==> src/hdl/vdc_pkg.sv <==
// ----------------------------------------------------------------------------
// vdc_pkg
// Types, codes and helpers shared by the valve dispense controller files.
// ----------------------------------------------------------------------------
package vdc_pkg;

  localparam int unsigned VolW  = 16;
  localparam int unsigned TimeW = 32;

  localparam logic [VolW-1:0] SETTLE_MS_RESET = VolW'(500);

  typedef enum logic [2:0] {
    CMD_UPDATE = 3'd0,
    CMD_START  = 3'd1,
    CMD_PAUSE  = 3'd2,
    CMD_RESUME = 3'd3,
    CMD_ABORT  = 3'd4,
    CMD_CLEAR  = 3'd5
  } cmd_e;

  typedef enum logic [2:0] {
    ST_IDLE     = 3'd0,
    ST_RUNNING  = 3'd1,
    ST_PAUSED   = 3'd2,
    ST_COMPLETE = 3'd3,
    ST_STALLED  = 3'd4
  } status_e;

  typedef struct packed {
    logic [2:0]       command;
    logic [VolW-1:0]  fill_ml;
    logic [VolW-1:0]  sensor_ml;
    logic             sensor_stalled;
    logic [TimeW-1:0] now_ms;
  } cmd_t;

  typedef struct packed {
    status_e         status;
    logic            valve_on;
    logic            flow_armed;
    logic            sensor_clear;
    logic [VolW-1:0] delivered_ml;
    logic [VolW-1:0] target_out;
  } rsp_t;

  // Saturating volume add, clamps at all ones.
  function automatic logic [VolW-1:0] sat_add(input logic [VolW-1:0] a,
                                              input logic [VolW-1:0] b);
    logic [VolW:0] sum;
    sum = {1'b0, a} + {1'b0, b};
    return sum[VolW] ? {VolW{1'b1}} : sum[VolW-1:0];
  endfunction

endpackage

==> src/hdl/vdc_cmd_if.sv <==
// ----------------------------------------------------------------------------
// vdc_cmd_if
// Command channel: valid/ready handshake with one command item as payload.
// ----------------------------------------------------------------------------
interface vdc_cmd_if import vdc_pkg::*; ();
  logic valid;
  logic ready;
  cmd_t data;

  modport source (output valid, output data, input ready);
  modport sink (input valid, input data, output ready);
endinterface

==> src/hdl/vdc_rsp_if.sv <==
// ----------------------------------------------------------------------------
// vdc_rsp_if
// Result channel: valid/ready handshake with one status report as payload.
// ----------------------------------------------------------------------------
interface vdc_rsp_if import vdc_pkg::*; ();
  logic valid;
  logic ready;
  rsp_t data;

  modport source (output valid, output data, input ready);
  modport sink (input valid, input data, output ready);
endinterface

==> src/hdl/vdc_cfg_if.sv <==
// ----------------------------------------------------------------------------
// vdc_cfg_if
// Configuration write channel carrying the settle time in milliseconds.
// ----------------------------------------------------------------------------
interface vdc_cfg_if import vdc_pkg::*; ();
  logic            valid;
  logic            ready;
  logic [VolW-1:0] data;

  modport source (output valid, output data, input ready);
  modport sink (input valid, input data, output ready);
endinterface

==> src/hdl/valve_dispense_controller.sv <==
// ----------------------------------------------------------------------------
// valve_dispense_controller
// Valve dispense controller: command decode, volume banking and settle timer.
// ----------------------------------------------------------------------------
// The block takes one command per clock cycle while the result side is not
// stalled and returns exactly one status report per command, in order. A
// command transfers into an input register; its effect on the controller
// state and its report are computed from that register and land in a result
// register, from which the report transfers when the result side is ready.
// Throughput is one command per cycle without a stall; the state update
// path holds two saturating volume adds and one 32-bit elapsed-time compare.
// A stalled result side holds both registers and backpressures the command
// side. The settle time register is always ready and should be written only
// while no command is in flight.
// ----------------------------------------------------------------------------
module valve_dispense_controller import vdc_pkg::*; (
  input  logic clk_i,
  input  logic rst_ni,
  vdc_cmd_if.sink   cmd_i,
  vdc_cfg_if.sink   cfg_i,
  vdc_rsp_if.source rsp_o
);

  logic [VolW-1:0]  settle_ms_q;

  logic             in_valid_q;
  cmd_t             in_q;
  logic             out_valid_q;
  rsp_t             out_q;
  rsp_t             out_d;
  logic             advance;

  status_e          mode_q, mode_d;
  logic [VolW-1:0]  target_q, target_d;
  logic [VolW-1:0]  banked_q, banked_d;
  logic             valve_q, valve_d;
  logic             settling_q, settling_d;
  logic             armed_q, armed_d;
  logic [TimeW-1:0] settle_begin_q, settle_begin_d;

  logic             pulse;
  logic             flowing;
  logic [VolW-1:0]  bank_add;
  logic [TimeW-1:0] elapsed;
  logic [VolW-1:0]  cur_sensor;

  assign advance     = in_valid_q && (!out_valid_q || rsp_o.ready);
  assign cmd_i.ready = !in_valid_q || advance;
  assign cfg_i.ready = 1'b1;
  assign rsp_o.valid = out_valid_q;
  assign rsp_o.data  = out_q;

  assign flowing  = valve_q || settling_q;
  assign bank_add = sat_add(banked_q, flowing ? in_q.sensor_ml : '0);
  assign elapsed  = in_q.now_ms - settle_begin_q;

  always_comb begin
    mode_d         = mode_q;
    target_d       = target_q;
    banked_d       = banked_q;
    valve_d        = valve_q;
    settling_d     = settling_q;
    armed_d        = armed_q;
    settle_begin_d = settle_begin_q;
    pulse          = 1'b0;

    case (cmd_e'(in_q.command))
      CMD_UPDATE: begin
        if (mode_q == ST_RUNNING) begin
          if (in_q.sensor_stalled) begin
            banked_d   = bank_add;
            valve_d    = 1'b0;
            armed_d    = 1'b0;
            settling_d = 1'b0;
            mode_d     = ST_STALLED;
          end else if (bank_add >= target_q) begin
            // close valve, keep counting through the settle window
            valve_d        = 1'b0;
            settling_d     = 1'b1;
            settle_begin_d = in_q.now_ms;
            mode_d         = ST_COMPLETE;
          end
        end else if (mode_q == ST_COMPLETE && settling_q) begin
          if (elapsed >= {{(TimeW-VolW){1'b0}}, settle_ms_q}) begin
            banked_d   = bank_add;
            settling_d = 1'b0;
            armed_d    = 1'b0;
          end
        end
      end
      CMD_START: begin
        if (in_q.fill_ml != '0 && mode_q != ST_RUNNING) begin
          target_d   = in_q.fill_ml;
          banked_d   = '0;
          settling_d = 1'b0;
          mode_d     = ST_RUNNING;
          pulse      = 1'b1;
          valve_d    = 1'b1;
          armed_d    = 1'b1;
        end
      end
      CMD_PAUSE: begin
        if (mode_q == ST_RUNNING) begin
          banked_d   = bank_add;
          valve_d    = 1'b0;
          armed_d    = 1'b0;
          settling_d = 1'b0;
          mode_d     = ST_PAUSED;
        end
      end
      CMD_RESUME: begin
        if (mode_q == ST_PAUSED) begin
          pulse   = 1'b1;
          valve_d = 1'b1;
          armed_d = 1'b1;
          mode_d  = ST_RUNNING;
        end
      end
      CMD_ABORT: begin
        if (mode_q != ST_IDLE) begin
          banked_d   = bank_add;
          valve_d    = 1'b0;
          armed_d    = 1'b0;
          settling_d = 1'b0;
          // stalled and complete keep their status
          if (mode_q == ST_RUNNING || mode_q == ST_PAUSED) begin
            mode_d = ST_COMPLETE;
          end
        end
      end
      CMD_CLEAR: begin
        valve_d    = 1'b0;
        armed_d    = 1'b0;
        settling_d = 1'b0;
        mode_d     = ST_IDLE;
        target_d   = '0;
        banked_d   = '0;
      end
      default: begin
      end
    endcase
  end

  // Sensor is being zeroed on a pulse: report banked volume only.
  assign cur_sensor = pulse ? '0 : in_q.sensor_ml;

  always_comb begin
    out_d.status       = mode_d;
    out_d.valve_on     = valve_d;
    out_d.flow_armed   = armed_d;
    out_d.sensor_clear = pulse;
    out_d.delivered_ml = sat_add(banked_d, (valve_d || settling_d) ? cur_sensor : '0);
    out_d.target_out   = target_d;
  end

  always_ff @(posedge clk_i or negedge rst_ni) begin
    if (!rst_ni) begin
      settle_ms_q <= SETTLE_MS_RESET;
    end else if (cfg_i.valid) begin
      settle_ms_q <= cfg_i.data;
    end
  end

  always_ff @(posedge clk_i or negedge rst_ni) begin
    if (!rst_ni) begin
      in_valid_q <= 1'b0;
    end else if (cmd_i.ready) begin
      in_valid_q <= cmd_i.valid;
    end
  end

  always_ff @(posedge clk_i) begin
    if (cmd_i.valid && cmd_i.ready) begin
      in_q <= cmd_i.data;
    end
  end

  always_ff @(posedge clk_i or negedge rst_ni) begin
    if (!rst_ni) begin
      out_valid_q <= 1'b0;
    end else if (advance) begin
      out_valid_q <= 1'b1;
    end else if (rsp_o.ready) begin
      out_valid_q <= 1'b0;
    end
  end

  always_ff @(posedge clk_i) begin
    if (advance) begin
      out_q <= out_d;
    end
  end

  always_ff @(posedge clk_i or negedge rst_ni) begin
    if (!rst_ni) begin
      mode_q         <= ST_IDLE;
      target_q       <= '0;
      banked_q       <= '0;
      valve_q        <= 1'b0;
      settling_q     <= 1'b0;
      armed_q        <= 1'b0;
      settle_begin_q <= '0;
    end else if (advance) begin
      mode_q         <= mode_d;
      target_q       <= target_d;
      banked_q       <= banked_d;
      valve_q        <= valve_d;
      settling_q     <= settling_d;
      armed_q        <= armed_d;
      settle_begin_q <= settle_begin_d;
    end
  end

endmodule
==> src/flat_wrapper.sv <==
// flat-port wrapper written by rule: the top's interface ports become plain ports
module valve_dispense_controller_flat import vdc_pkg::*;
  (clk_i, rst_ni, cmd_i_valid, cmd_i_data, cmd_i_ready, cfg_i_valid, cfg_i_data, cfg_i_ready, rsp_o_valid, rsp_o_data, rsp_o_ready);
  vdc_cmd_if cmd_i_i ();
  vdc_cfg_if cfg_i_i ();
  vdc_rsp_if rsp_o_i ();
  input  logic clk_i;
  input  logic rst_ni;
  input wire logic [$bits(cmd_i_i.valid)-1:0] cmd_i_valid;
  input wire logic [$bits(cmd_i_i.data)-1:0] cmd_i_data;
  output wire logic [$bits(cmd_i_i.ready)-1:0] cmd_i_ready;
  input wire logic [$bits(cfg_i_i.valid)-1:0] cfg_i_valid;
  input wire logic [$bits(cfg_i_i.data)-1:0] cfg_i_data;
  output wire logic [$bits(cfg_i_i.ready)-1:0] cfg_i_ready;
  output wire logic [$bits(rsp_o_i.valid)-1:0] rsp_o_valid;
  output wire logic [$bits(rsp_o_i.data)-1:0] rsp_o_data;
  input wire logic [$bits(rsp_o_i.ready)-1:0] rsp_o_ready;
  assign cmd_i_i.valid = cmd_i_valid;
  assign cmd_i_i.data = cmd_i_data;
  assign cmd_i_ready = cmd_i_i.ready;
  assign cfg_i_i.valid = cfg_i_valid;
  assign cfg_i_i.data = cfg_i_data;
  assign cfg_i_ready = cfg_i_i.ready;
  assign rsp_o_valid = rsp_o_i.valid;
  assign rsp_o_data = rsp_o_i.data;
  assign rsp_o_i.ready = rsp_o_ready;
  valve_dispense_controller u_core (.clk_i(clk_i), .rst_ni(rst_ni), .cmd_i(cmd_i_i), .cfg_i(cfg_i_i), .rsp_o(rsp_o_i));
endmodule
==> config.mk <==
export PLATFORM = sky130hd
export DESIGN_NAME = valve_dispense_controller_flat
export DESIGN_NICKNAME = d
export VERILOG_FILES = /design/src/hdl/vdc_pkg.sv /design/src/hdl/vdc_cmd_if.sv /design/src/hdl/vdc_rsp_if.sv /design/src/hdl/vdc_cfg_if.sv /design/src/hdl/valve_dispense_controller.sv /design/src/flat_wrapper.sv
export SDC_FILE = /design/constraint.sdc
export NUM_CORES = 1
export LEC_CHECK = 0
export BUFFER_PORTS_ARGS = -buffer_cell sky130_fd_sc_hd__buf_2
export CAP_MARGIN = 10
export CORE_MARGIN = 2
export CORE_UTILIZATION = 54
export DETAILED_ROUTE_END_ITERATION = 8
export PLACE_DENSITY = 0.73
export SLEW_MARGIN = 25
export SYNTH_ARGS = -nofsm -noshare
export SYNTH_HDL_FRONTEND = slang
export SYNTH_SLANG_ARGS = --single-unit
==> constraint.sdc <==
create_clock -name clk_i -period 11.5 [get_ports clk_i]
set_input_delay 1.15 -clock clk_i [delete_from_list [all_inputs] [get_ports clk_i]]
set_output_delay 1.15 -clock clk_i [all_outputs]
set_load 0.01 [all_outputs]
==> flow_metrics.tcl, run 1 <==
set metrics [dict create \
    synthArstFlopShare 0.4536 \
    hold_start "u_core.settle_begin_q[0]" \
    drc 0 \
    critPathMaxStageDelay_ns 0.60 \
    hold_viol 0 \
    port_buffers 128 \
    n_antenna_cell 0 \
    ctsHoldBuffers 0 \
    clock.fmax_mhz 116.2 \
    setup_violations 0 \
    tightest_slew_ns 0.9245 \
    cts_resized 0 \
    clock_path_buffers 2 \
    finalCritPeriodShare 0.7483 \
    powerDensity_nw_per_um2 192.0 \
    synth-edff-count 106 \
    seqCellArea_sq_um 5393 \
    startpoint "u_core.settling_q" \
    cp.arrival_ns 8.81 \
    cp-start-kind "register" \
    cts_buffers 17 \
    dp.cells 1569 \
    io-pin-count 130 \
    dp_hpwl_um 21310 \
    slew_headroom 0.3837 \
    layout_setup_ws_ns 2.895 \
    setup_tns_ns 0 \
    drive_gt1_frac 0.1741 \
    yosys_most_used_dff "edfxtp_1" \
    syn_area_per_cell_sq_um 10.05 \
    fin_nets 1495 \
    slew_viol_final 0 \
    critical-path-slowest-cell "a21oi_2" \
    crit_path_end_kind "register" \
    clock-root-buffer "clkbuf_16" \
    wl_per_cell_um 17.96 \
    ys_types 80 \
    cts_tree "yes" \
    ff2ff_path_depth 37 \
    dpl-instance-area_sq_um 12910 \
    synth.net_count 1385 \
    worstPathMaxFanout 18 \
    finalInstanceArea_sq_um 13560 \
    syn-cell-area_sq_um 12040 \
    dp_slack_ns 2.668 \
    drt_iter0_drc 783 \
    synth_seq_cells 194 \
    fin_crit_ns 8.605 \
    peakVddDrop_v 0.0001005 \
    fin_cells 1601 \
    num_rows 54 \
    drv_cap 0 \
    grt_start_max_net_pins 76 \
    dieArea_sq_um 23500 \
    avgViaCountPerCell 5.958 \
    fill_cells 1846 \
    yosysWarningCount 0 \
    start_util 0.5515 \
    via_count 9538 \
    first_global_vias 9357 \
    grt_use_total 0.2500 \
    die_h_um 153.3 \
    antenna_found_initial 0 \
    cts_setup_buffers 0 \
    postSynthCellCount 1198 \
    cp.required_ns 11.70 \
    power.leakage_nw 6.034 \
    whs_ns 0.5043 \
    rr_startpoint "u_core.settling_q" \
    path_clk_slew_ns 0.08 \
    die_w_um 153.3 \
    finalClockSkew_ns 0.01409 \
    grt-ovfl-total 0 \
    ys_seq_area_frac 0.4480 \
    rsz0062_at_grt "no" \
    core-area_sq_um 21820 \
    htreeDepth 4 \
    wl_um 28750 \
    ant_nets 0 \
    hold_class "reg2reg" \
    area_growth_pct 12.62 \
    path_class "reg2reg" \
    min_path_cells 2 \
    insertion_delay_ns 0.45 \
    status "finished, final reports clean" \
    firstDrtPassIters 5 \
    multi_input_area_sq_um 6138 \
    clock-sinks 194 \
    grt_pass1_wl_um 47250 \
    place_congestion 0.9058 \
]
[flip-flops by register name, summed over array words and instances, names as in the netlist]
signal / flops
u_core.in_valid_q: 1
u_core.rsp_o.valid: 1
u_core.target_q: 16
u_core.valve_q: 1
u_core.armed_q: 1
u_core.banked_q: 16
u_core.in_q: 68
u_core.rsp_o.data: 38
u_core.settle_ms_q: 16
u_core.mode_q: 3
u_core.settling_q: 1
u_core.settle_begin_q: 32
[layout by cell type, fill, tap and decap left out, types with 6 or more instances in the layout]
cell       instances
a211oi_1           8
a21o_1            20
a21oi_1           89
a22o_1            31
a31oi_1           10
a32o_1            15
and2_1            10
and3_1            11
and4_1             6
buf_2            127
buf_4              9
clkbuf_16         17
clkinv_8           7
dfrtp_1           82
dfstp_2            6
edfxtp_1         106
ha_1              95
inv_1             87
mux2_2            35
nand2_1          134
nand2b_1          14
nand3_1           21
nand4_1           13
nor2_1            54
nor2b_1           22
nor3_1            22
nor4_1             7
o211ai_1          17
o21a_1            10
o21ai_0           72
o21bai_1          11
or3_1              8
xnor2_1           27
xor2_1            15
[metrics by stage]
step	utilization	power, mW
global route	0.6211	2.777
finish	0.6211	2.603
floorplan	-	1.689
CTS	0.6210	2.605
global placement	0.5914	1.941
detailed placement	0.5916	1.966
[where the power goes]
part / switching [mW] / total (mW) / internal (mW)
sequential: 0.0686 / 0.930 / 0.861
clock: 0.312 / 0.630 / 0.318
combinational: 0.621 / 1.04 / 0.423
[logic make-up (layout without fill, tap and decap cells)]
logic type               count (synthesis)  count (layout)  synth area share
AO/OA/AOI/OAI                          352             352            0.2014
flip-flops                             194             194            0.4480
AND/OR/NAND/NOR                        341             341            0.1386
other                                    1               1         0.0003116
buffers and inverters                  133             256           0.04304
adder cells (fa/ha/maj)                 98              98            0.1037
XOR/XNOR                                42              42           0.03056
multiplexers                            37              37           0.03441
[critical path, delay by kind of cell, from the launching register on]
family                     cells  cell delay (ns)
adders and majority gates      5             1.60
AOI/OAI and AO/OA             20             4.73
DFF                            1             0.43
and+or+nand+nor               10             1.12
buffers and inverters          2             0.49
[routing by layer]
| layer | GRT usage | wire (um) | vias to the layer above |
|---|---|---|---|
| met3 | 0.04792 | 1824 | 30 |
| met4 | 0.06834 | 388 | 0 |
| met2 | 0.4026 | 13180 | 319 |
| li1 | - | - | 4647 |
| met5 | 0 | 0 | - |
| met1 | 0.3482 | 13350 | 4542 |
[synth_stat cells (4+ instances only)]
master       n  area share
dfrtp_1     82        0.17
o21ai_1      5      0.0021
nor3b_1      4      0.0025
o31ai_1      5      0.0031
nor2b_1     22       0.011
edfxtp_1   106        0.26
mux2_2      35       0.033
a211o_1      5      0.0036
xor2_1      15       0.011
or3_1        8      0.0042
a32o_1      15       0.012
o211ai_1    17       0.011
clkbuf_1    35       0.011
and2_1      11      0.0057
a21o_1      20       0.012
nand2b_1    14      0.0073
o21bai_1    11      0.0069
o21ai_0     72       0.030
and3_1      11      0.0057
a21boi_0     4      0.0025
nand4_1     13      0.0068
o211a_1      4      0.0033
inv_1       88       0.027
o21a_1      10      0.0062
a21oi_1     91       0.038
nor2_1      54       0.017
a31oi_1     10      0.0052
nor3_1      22      0.0091
a22o_1      31       0.023
a211oi_1     8      0.0050
nand2_1    134       0.042
and4_1       6      0.0044
nor4_1       7      0.0036
ha_1        95       0.099
nand3_1     21      0.0087
xnor2_1     27       0.020
buf_2        6      0.0025
dfstp_2      6       0.013
a2111oi_0    4      0.0029
[final timing paths]
check	endpoint	slack, ns
min in group asynchronous	u_core.settle_ms_q[1]	0.62
worst max register to register	u_core.rsp_o.data[29]	2.89
worst min-delay path	u_core.settle_begin_q[0]	0.50
worst max-delay path	u_core.rsp_o.data[29]	2.89
max in group asynchronous	u_core.banked_q[10]	9.75
worst min register to register	u_core.settle_begin_q[0]	0.50
[cell type report]
class	count	area share
repair buffers	136	0.05187
well taps	280	0.02584
flip-flops and latches	194	0.3978
multi-input cells	871	0.4528
clock buffers	17	0.03138
inverters	88	0.02437
clock inverters	15	0.01588
No activity file was read; power rests on OpenSTA's default activity.
==> inputs of run 2 (changes only) <==
--- a/config.mk
+++ b/config.mk
@@ -10,7 +10,7 @@
 export CORE_MARGIN = 2
 export CORE_UTILIZATION = 54
 export DETAILED_ROUTE_END_ITERATION = 8
-export PLACE_DENSITY = 0.73
+export PLACE_DENSITY = 0.76
 export SLEW_MARGIN = 25
 export SYNTH_ARGS = -nofsm -noshare
 export SYNTH_HDL_FRONTEND = slang
==> constraint.sdc (replaced) <==
create_clock -name clk_i -period 6.95 [get_ports clk_i]
set_input_delay 0.695 -clock clk_i [delete_from_list [all_inputs] [get_ports clk_i]]
set_output_delay 0.695 -clock clk_i [all_outputs]
set_load 0.01 [all_outputs]
==> run 2 against run 1 <==
The flow now finishes with violations (setup timing). Core utilization up 3.0 points. Global-route usage shrank 0.24 points. Worst setup slack got worse by 2.9 ns. Via count grew 3.0%. Non-clock buffer count is 49 higher. Sequential power increased by 66%. Combinational power up 87%. Maximum frequency grew 23%. Die area did not move. Critical path type unchanged. Largest power group unchanged.
==> flow_metrics.tcl, run 2 (same netlist as run 1, synthesis figures left out) <==
set metrics [dict create \
    dpl-instance-area_sq_um 13200 \
    grt_use_total 0.2477 \
    largest_reg_flops 68 \
    crit_path_end_kind "register" \
    whs_ns 0.2109 \
    die_w_um 153.3 \
    hold_class "in2async" \
    wl_per_cell_um 17.78 \
    finalCritPeriodShare 1.007 \
    dp_slack_ns -0.09029 \
    finalClockSkew_ns 0.01530 \
    place_congestion 0.9426 \
    insertion_delay_ns 0.44 \
    grt_start_max_net_pins 77 \
    io-pin-count 130 \
    die_h_um 153.3 \
    via_count 9820 \
    cp.required_ns 7.15 \
    num_rows 54 \
    slew_headroom 0.3762 \
    setup_violations 14 \
    n_antenna_cell 0 \
    fin_nets 1544 \
    layout_setup_ws_ns -0.04556 \
    grt-ovfl-total 0 \
    area_growth_pct 18.01 \
    drt_iter0_drc 836 \
    rr_startpoint "u_core.valve_q" \
    core-area_sq_um 21820 \
    drv_cap 0 \
    critical-path-slowest-cell "dfrtp_2" \
    first_global_vias 9171 \
    dp_hpwl_um 21440 \
    r2r_end "u_core.rsp_o.data[21]" \
    dp.cells 1603 \
    dieArea_sq_um 23500 \
    clock-sinks 194 \
    setup_tns_ns -0.4743 \
    avgViaCountPerCell 5.952 \
    violations "setup timing" \
    grt_pass1_wl_um 46830 \
    htreeDepth 4 \
    fin_crit_ns 6.996 \
    finalInstanceArea_sq_um 14200 \
    critPathMaxStageDelay_ns 0.44 \
    ff2ff_path_depth 38 \
    cp-start-kind "register" \
    power.leakage_nw 6.283 \
    port_buffers 128 \
    rsz0062_at_grt "yes" \
    powerDensity_nw_per_um2 318.3 \
    slew_viol_final 0 \
    clock_path_buffers 2 \
    cts_buffers 17 \
    peakVddDrop_v 0.0002156 \
    fill_cells 1784 \
    worstPathMaxFanout 6 \
    drive_gt1_frac 0.2394 \
    cts_tree "yes" \
    final_common_cell "buf_2" \
    cp.arrival_ns 7.19 \
    ant_nets 0 \
    tightest_slew_ns 0.9357 \
    max_flop_register "u_core.in_q" \
    wl_um 29330 \
    start_util 0.5515 \
    regToRegSetupSlack_ns -0.05 \
    drc 0 \
    path_clk_slew_ns 0.08 \
    clock-root-buffer "clkbuf_16" \
    cp-endpoint "u_core.rsp_o.data[21]" \
    antenna_found_initial 0 \
    status "finished, violations left" \
    final_cell_mix "127 x buf_2, 121 x nand2_1, 106 x edfxtp_1" \
    power_mw 4.522 \
    hold_viol 0 \
    clock.fmax_mhz 142.9 \
    startpoint "u_core.valve_q" \
    fin_cells 1650 \
    path_class "reg2reg" \
    fin_util 0.6509 \
    firstDrtPassIters 5 \
]
[run 2: how the worst min path moves through the flow]
stage / to / slack, ns / depth (start not counted) / start
floorplan: u_core.armed_q / 0.40 / 0 / rst_ni
global placement: u_core.settle_begin_q[0] / 0.48 / 2 / u_core.settle_begin_q[0]
detailed placement: u_core.settle_begin_q[17] / 0.49 / 1 / u_core.settle_begin_q[17]
CTS: u_core.settle_ms_q[9] / 0.21 / 1 / rst_ni
global route: u_core.settle_ms_q[9] / 0.23 / 1 / rst_ni
finish: u_core.settle_ms_q[9] / 0.21 / 1 / rst_ni
[run 2: report_power, final]
| part | switching [mW] | internal, mW |
|---|---|---|
| Combinational | 1.11 | 0.824 |
| Sequential | 0.117 | 1.43 |
| Clock | 0.512 | 0.528 |
[run 2: what timing repair did]
item | in CTS | in global routing
setup endpoints to repair | 16 | 16
hold buffers | 0 | 0
buffers inserted | 0 | 14
resized for setup | 3 | 58
pin swaps | 2 | 41
cloned | 0 | 1
[run 2: layout make-up]
class / count / area [sq um] / area share
multi-input cells: 871 / 6411 / 0.4513
clock buffers: 17 / 425.4 / 0.02995
well taps: 280 / 350.3 / 0.02466
flip-flops and latches: 194 / 5394 / 0.3797
inverters: 88 / 330.3 / 0.02325
repair buffers: 185 / 1086 / 0.07646
clock inverters: 15 / 207.7 / 0.01462
[run 2: worst max-delay path: cells and delay by family, from the launching register on]
kind / cells / cell delay [ns]
and+or+nand+nor: 12 / 1.37
adders and majority gates: 5 / 1.48
buffers and inverters: 3 / 0.50
AOI/OAI and AO/OA: 18 / 2.97
DFF: 1 / 0.44
[run 2: routing by layer]
metal | up-vias | part of all wire | global-route usage
met5 | - | 0 | 0
met4 | 0 | 0.018 | 0.06481
met3 | 41 | 0.061 | 0.04054
met2 | 320 | 0.45 | 0.3776
met1 | 4719 | 0.47 | 0.3690
li1 | 4740 | - | -
==> inputs of run 3 (changes only) <==
--- a/config.mk
+++ b/config.mk
@@ -11,6 +11,7 @@
 export CORE_UTILIZATION = 54
 export DETAILED_ROUTE_END_ITERATION = 8
 export PLACE_DENSITY = 0.76
+export RECOVER_POWER = 100
 export SLEW_MARGIN = 25
 export SYNTH_ARGS = -nofsm -noshare
 export SYNTH_HDL_FRONTEND = slang
==> run 3 against run 2 <==
Routed wire length about the same. Die area stayed put. Worst setup slack improved by 0.010 ns. Sequential cell count stayed put. Clock-buffer cell count stayed put. Critical path depth unchanged. Register-to-register slack barely moved. The flow finishes with violations (capacitance limit, slew limit, setup timing). Power down 0.11%. Critical path type unchanged. Via count shrank 0.16%. Maximum frequency is 0.14% higher. Global-route usage is the same. Core utilization shrank 0.32 points.
==> flow_metrics.tcl, run 3 (same netlist as run 1, synthesis figures left out) <==
set metrics [dict create \
    status "finished, violations left" \
    violations "capacitance limit, slew limit, setup timing" \
    whs_ns 0.4162 \
    power.leakage_nw 6.136 \
    final_cell_mix "121 x nand2_1, 106 x edfxtp_1, 87 x inv_1, 87 x ha_1, 83 x buf_2" \
    grtUsageMet3 0.04054 \
    seq_power_share 0.343 \
    dpl-instance-area_sq_um 13200 \
    htreeDepth 4 \
    io-pin-count 130 \
    grt_start_max_net_pins 77 \
    critical-path-slowest-cell "dfrtp_2" \
    setup_tns_ns -0.3442 \
    crit_path_end_kind "register" \
    tightest_slew_ns 4.531 \
    path_clk_slew_ns 0.09 \
    power_frac_clock 0.231 \
    via_count 9804 \
    die_h_um 153.3 \
    area_growth_pct 17.44 \
    layout_setup_ws_ns -0.03545 \
    powerDensity_nw_per_um2 319.5 \
    antenna_found_initial 0 \
    drive_gt1_frac 0.2036 \
    num_rows 54 \
    cts_buffers 17 \
    clock_path_buffers 2 \
    comb_power_share 0.426 \
    cts_tree "yes" \
    dp.cells 1603 \
    multi_input_area_sq_um 6409 \
    fill_cells 1800 \
    finalClockSkew_ns 0.01718 \
    cp-start-kind "register" \
    drc 0 \
    dieArea_sq_um 23500 \
    wl_per_cell_um 17.79 \
    cp.arrival_ns 7.18 \
    drv_cap 4 \
    fin_crit_ns 6.985 \
    p_sw_mw 1.746 \
    wl_um 29360 \
    busiest_layer "met2" \
    dp_hpwl_um 21440 \
    use_met1 0.3690 \
    hold_viol 0 \
    finalCritPeriodShare 1.005 \
    insertion_delay_ns 0.45 \
    port_buffers 128 \
    place_congestion 0.9426 \
    path_class "reg2reg" \
    fin_nets 1544 \
    cp_common_cell "nand2_1" \
    peakVddDrop_v 0.0002165 \
    clock.fmax_mhz 143.2 \
    grt-ovfl-total 0 \
    slew_headroom -2.021 \
    grt_pass1_wl_um 46830 \
    grt_use_met2 0.3776 \
    p_int_mw 2.771 \
    ctsHoldBuffers 0 \
    switching_share 0.3865 \
    finalInstanceArea_sq_um 14140 \
    slew_viol_final 237 \
    clock-sinks 194 \
    clock-root-buffer "clkbuf_16" \
    avgViaCountPerCell 5.942 \
    setup_violations 14 \
    final_common_cell "nand2_1" \
    worstPathMaxFanout 6 \
    power_mw 4.517 \
    seqCellArea_sq_um 5394 \
    drt_iter0_drc 831 \
    firstDrtPassIters 6 \
    largest_reg_flops 68 \
    first_global_vias 9171 \
    n_antenna_cell 0 \
    start_util 0.5515 \
    core-area_sq_um 21820 \
    die_w_um 153.3 \
    ant_nets 0 \
    rsz0062_at_grt "yes" \
    grt_use_total 0.2477 \
    critPathMaxStageDelay_ns 0.44 \
    max_flop_register "u_core.in_q" \
    cp.required_ns 7.14 \
    fin_cells 1650 \
    hold_class "in2reg" \
]
-- run 3: power groups by stage --
stage / Combinational [mW] / Sequential, mW / Clock (mW)
after global placement: 1.73 / 1.56 / 0
after CTS: 1.79 / 1.54 / 1.05
after global routing: 2.14 / 1.57 / 1.11
after floorplan: 1.26 / 1.55 / 0
final: 1.92 / 1.55 / 1.04
after detailed placement: 1.77 / 1.56 / 0
-- run 3: worst max-delay path: cells and delay by family, from the launching register on --
| family | cells | cell delay, ns |
|---|---|---|
| buf+inv | 3 | 0.49 |
| simple gates | 12 | 1.37 |
| flops | 1 | 0.44 |
| compound gates | 18 | 2.97 |
| fa+ha+maj | 5 | 1.48 |
-- run 3: metrics by stage --
step                utilization  setup slack [ns]
floorplan                     -           0.02011
global placement         0.6050            0.1195
detailed placement       0.6050          -0.09029
CTS                      0.6347          0.006759
global route             0.6477           -0.4025
finish                   0.6477          -0.03545
-- run 3: layout make-up --
cell class                      instances  share of cell area
Multi-Input combinational cell        871              0.4534
Sequential cell                       194              0.3816
Timing Repair Buffer                  185             0.07214
Clock buffer                           17             0.03009
Tap cell                              280             0.02478
Inverter                               88             0.02337
Clock inverter                         15             0.01469
-- run 3: layer usage --
metal | wire length (um) | part of all wire | vias to the layer above
met5 | 0 | 0 | -
met4 | 533 | 0.018 | 0
met3 | 1720 | 0.059 | 42
met2 | 13180 | 0.45 | 315
met1 | 13930 | 0.47 | 4706
li1 | - | - | 4741
-- run 3: worst paths after layout --
kind	startpoint	end	slack (ns)	depth (start not counted)
hold / removal	cmd_i_data[59]	u_core.in_q[59]	0.42	1
setup reg to reg	u_core.valve_q	u_core.rsp_o.data[22]	-0.04	38
setup / recovery	u_core.valve_q	u_core.rsp_o.data[22]	-0.04	38
min in group asynchronous	rst_ni	u_core.settle_ms_q[9]	0.84	1
hold reg to reg	u_core.settle_begin_q[7]	u_core.settle_begin_q[7]	0.51	1
max in group asynchronous	rst_ni	u_core.valve_q	2.20	2
-- run 3: what timing repair did --
item                       4_1_cts  5_1_grt
cloned                           0        1
gates resized for setup          3       58
setup endpoints to repair       16       16
pin swaps                        2       41
setup buffers                    0       14
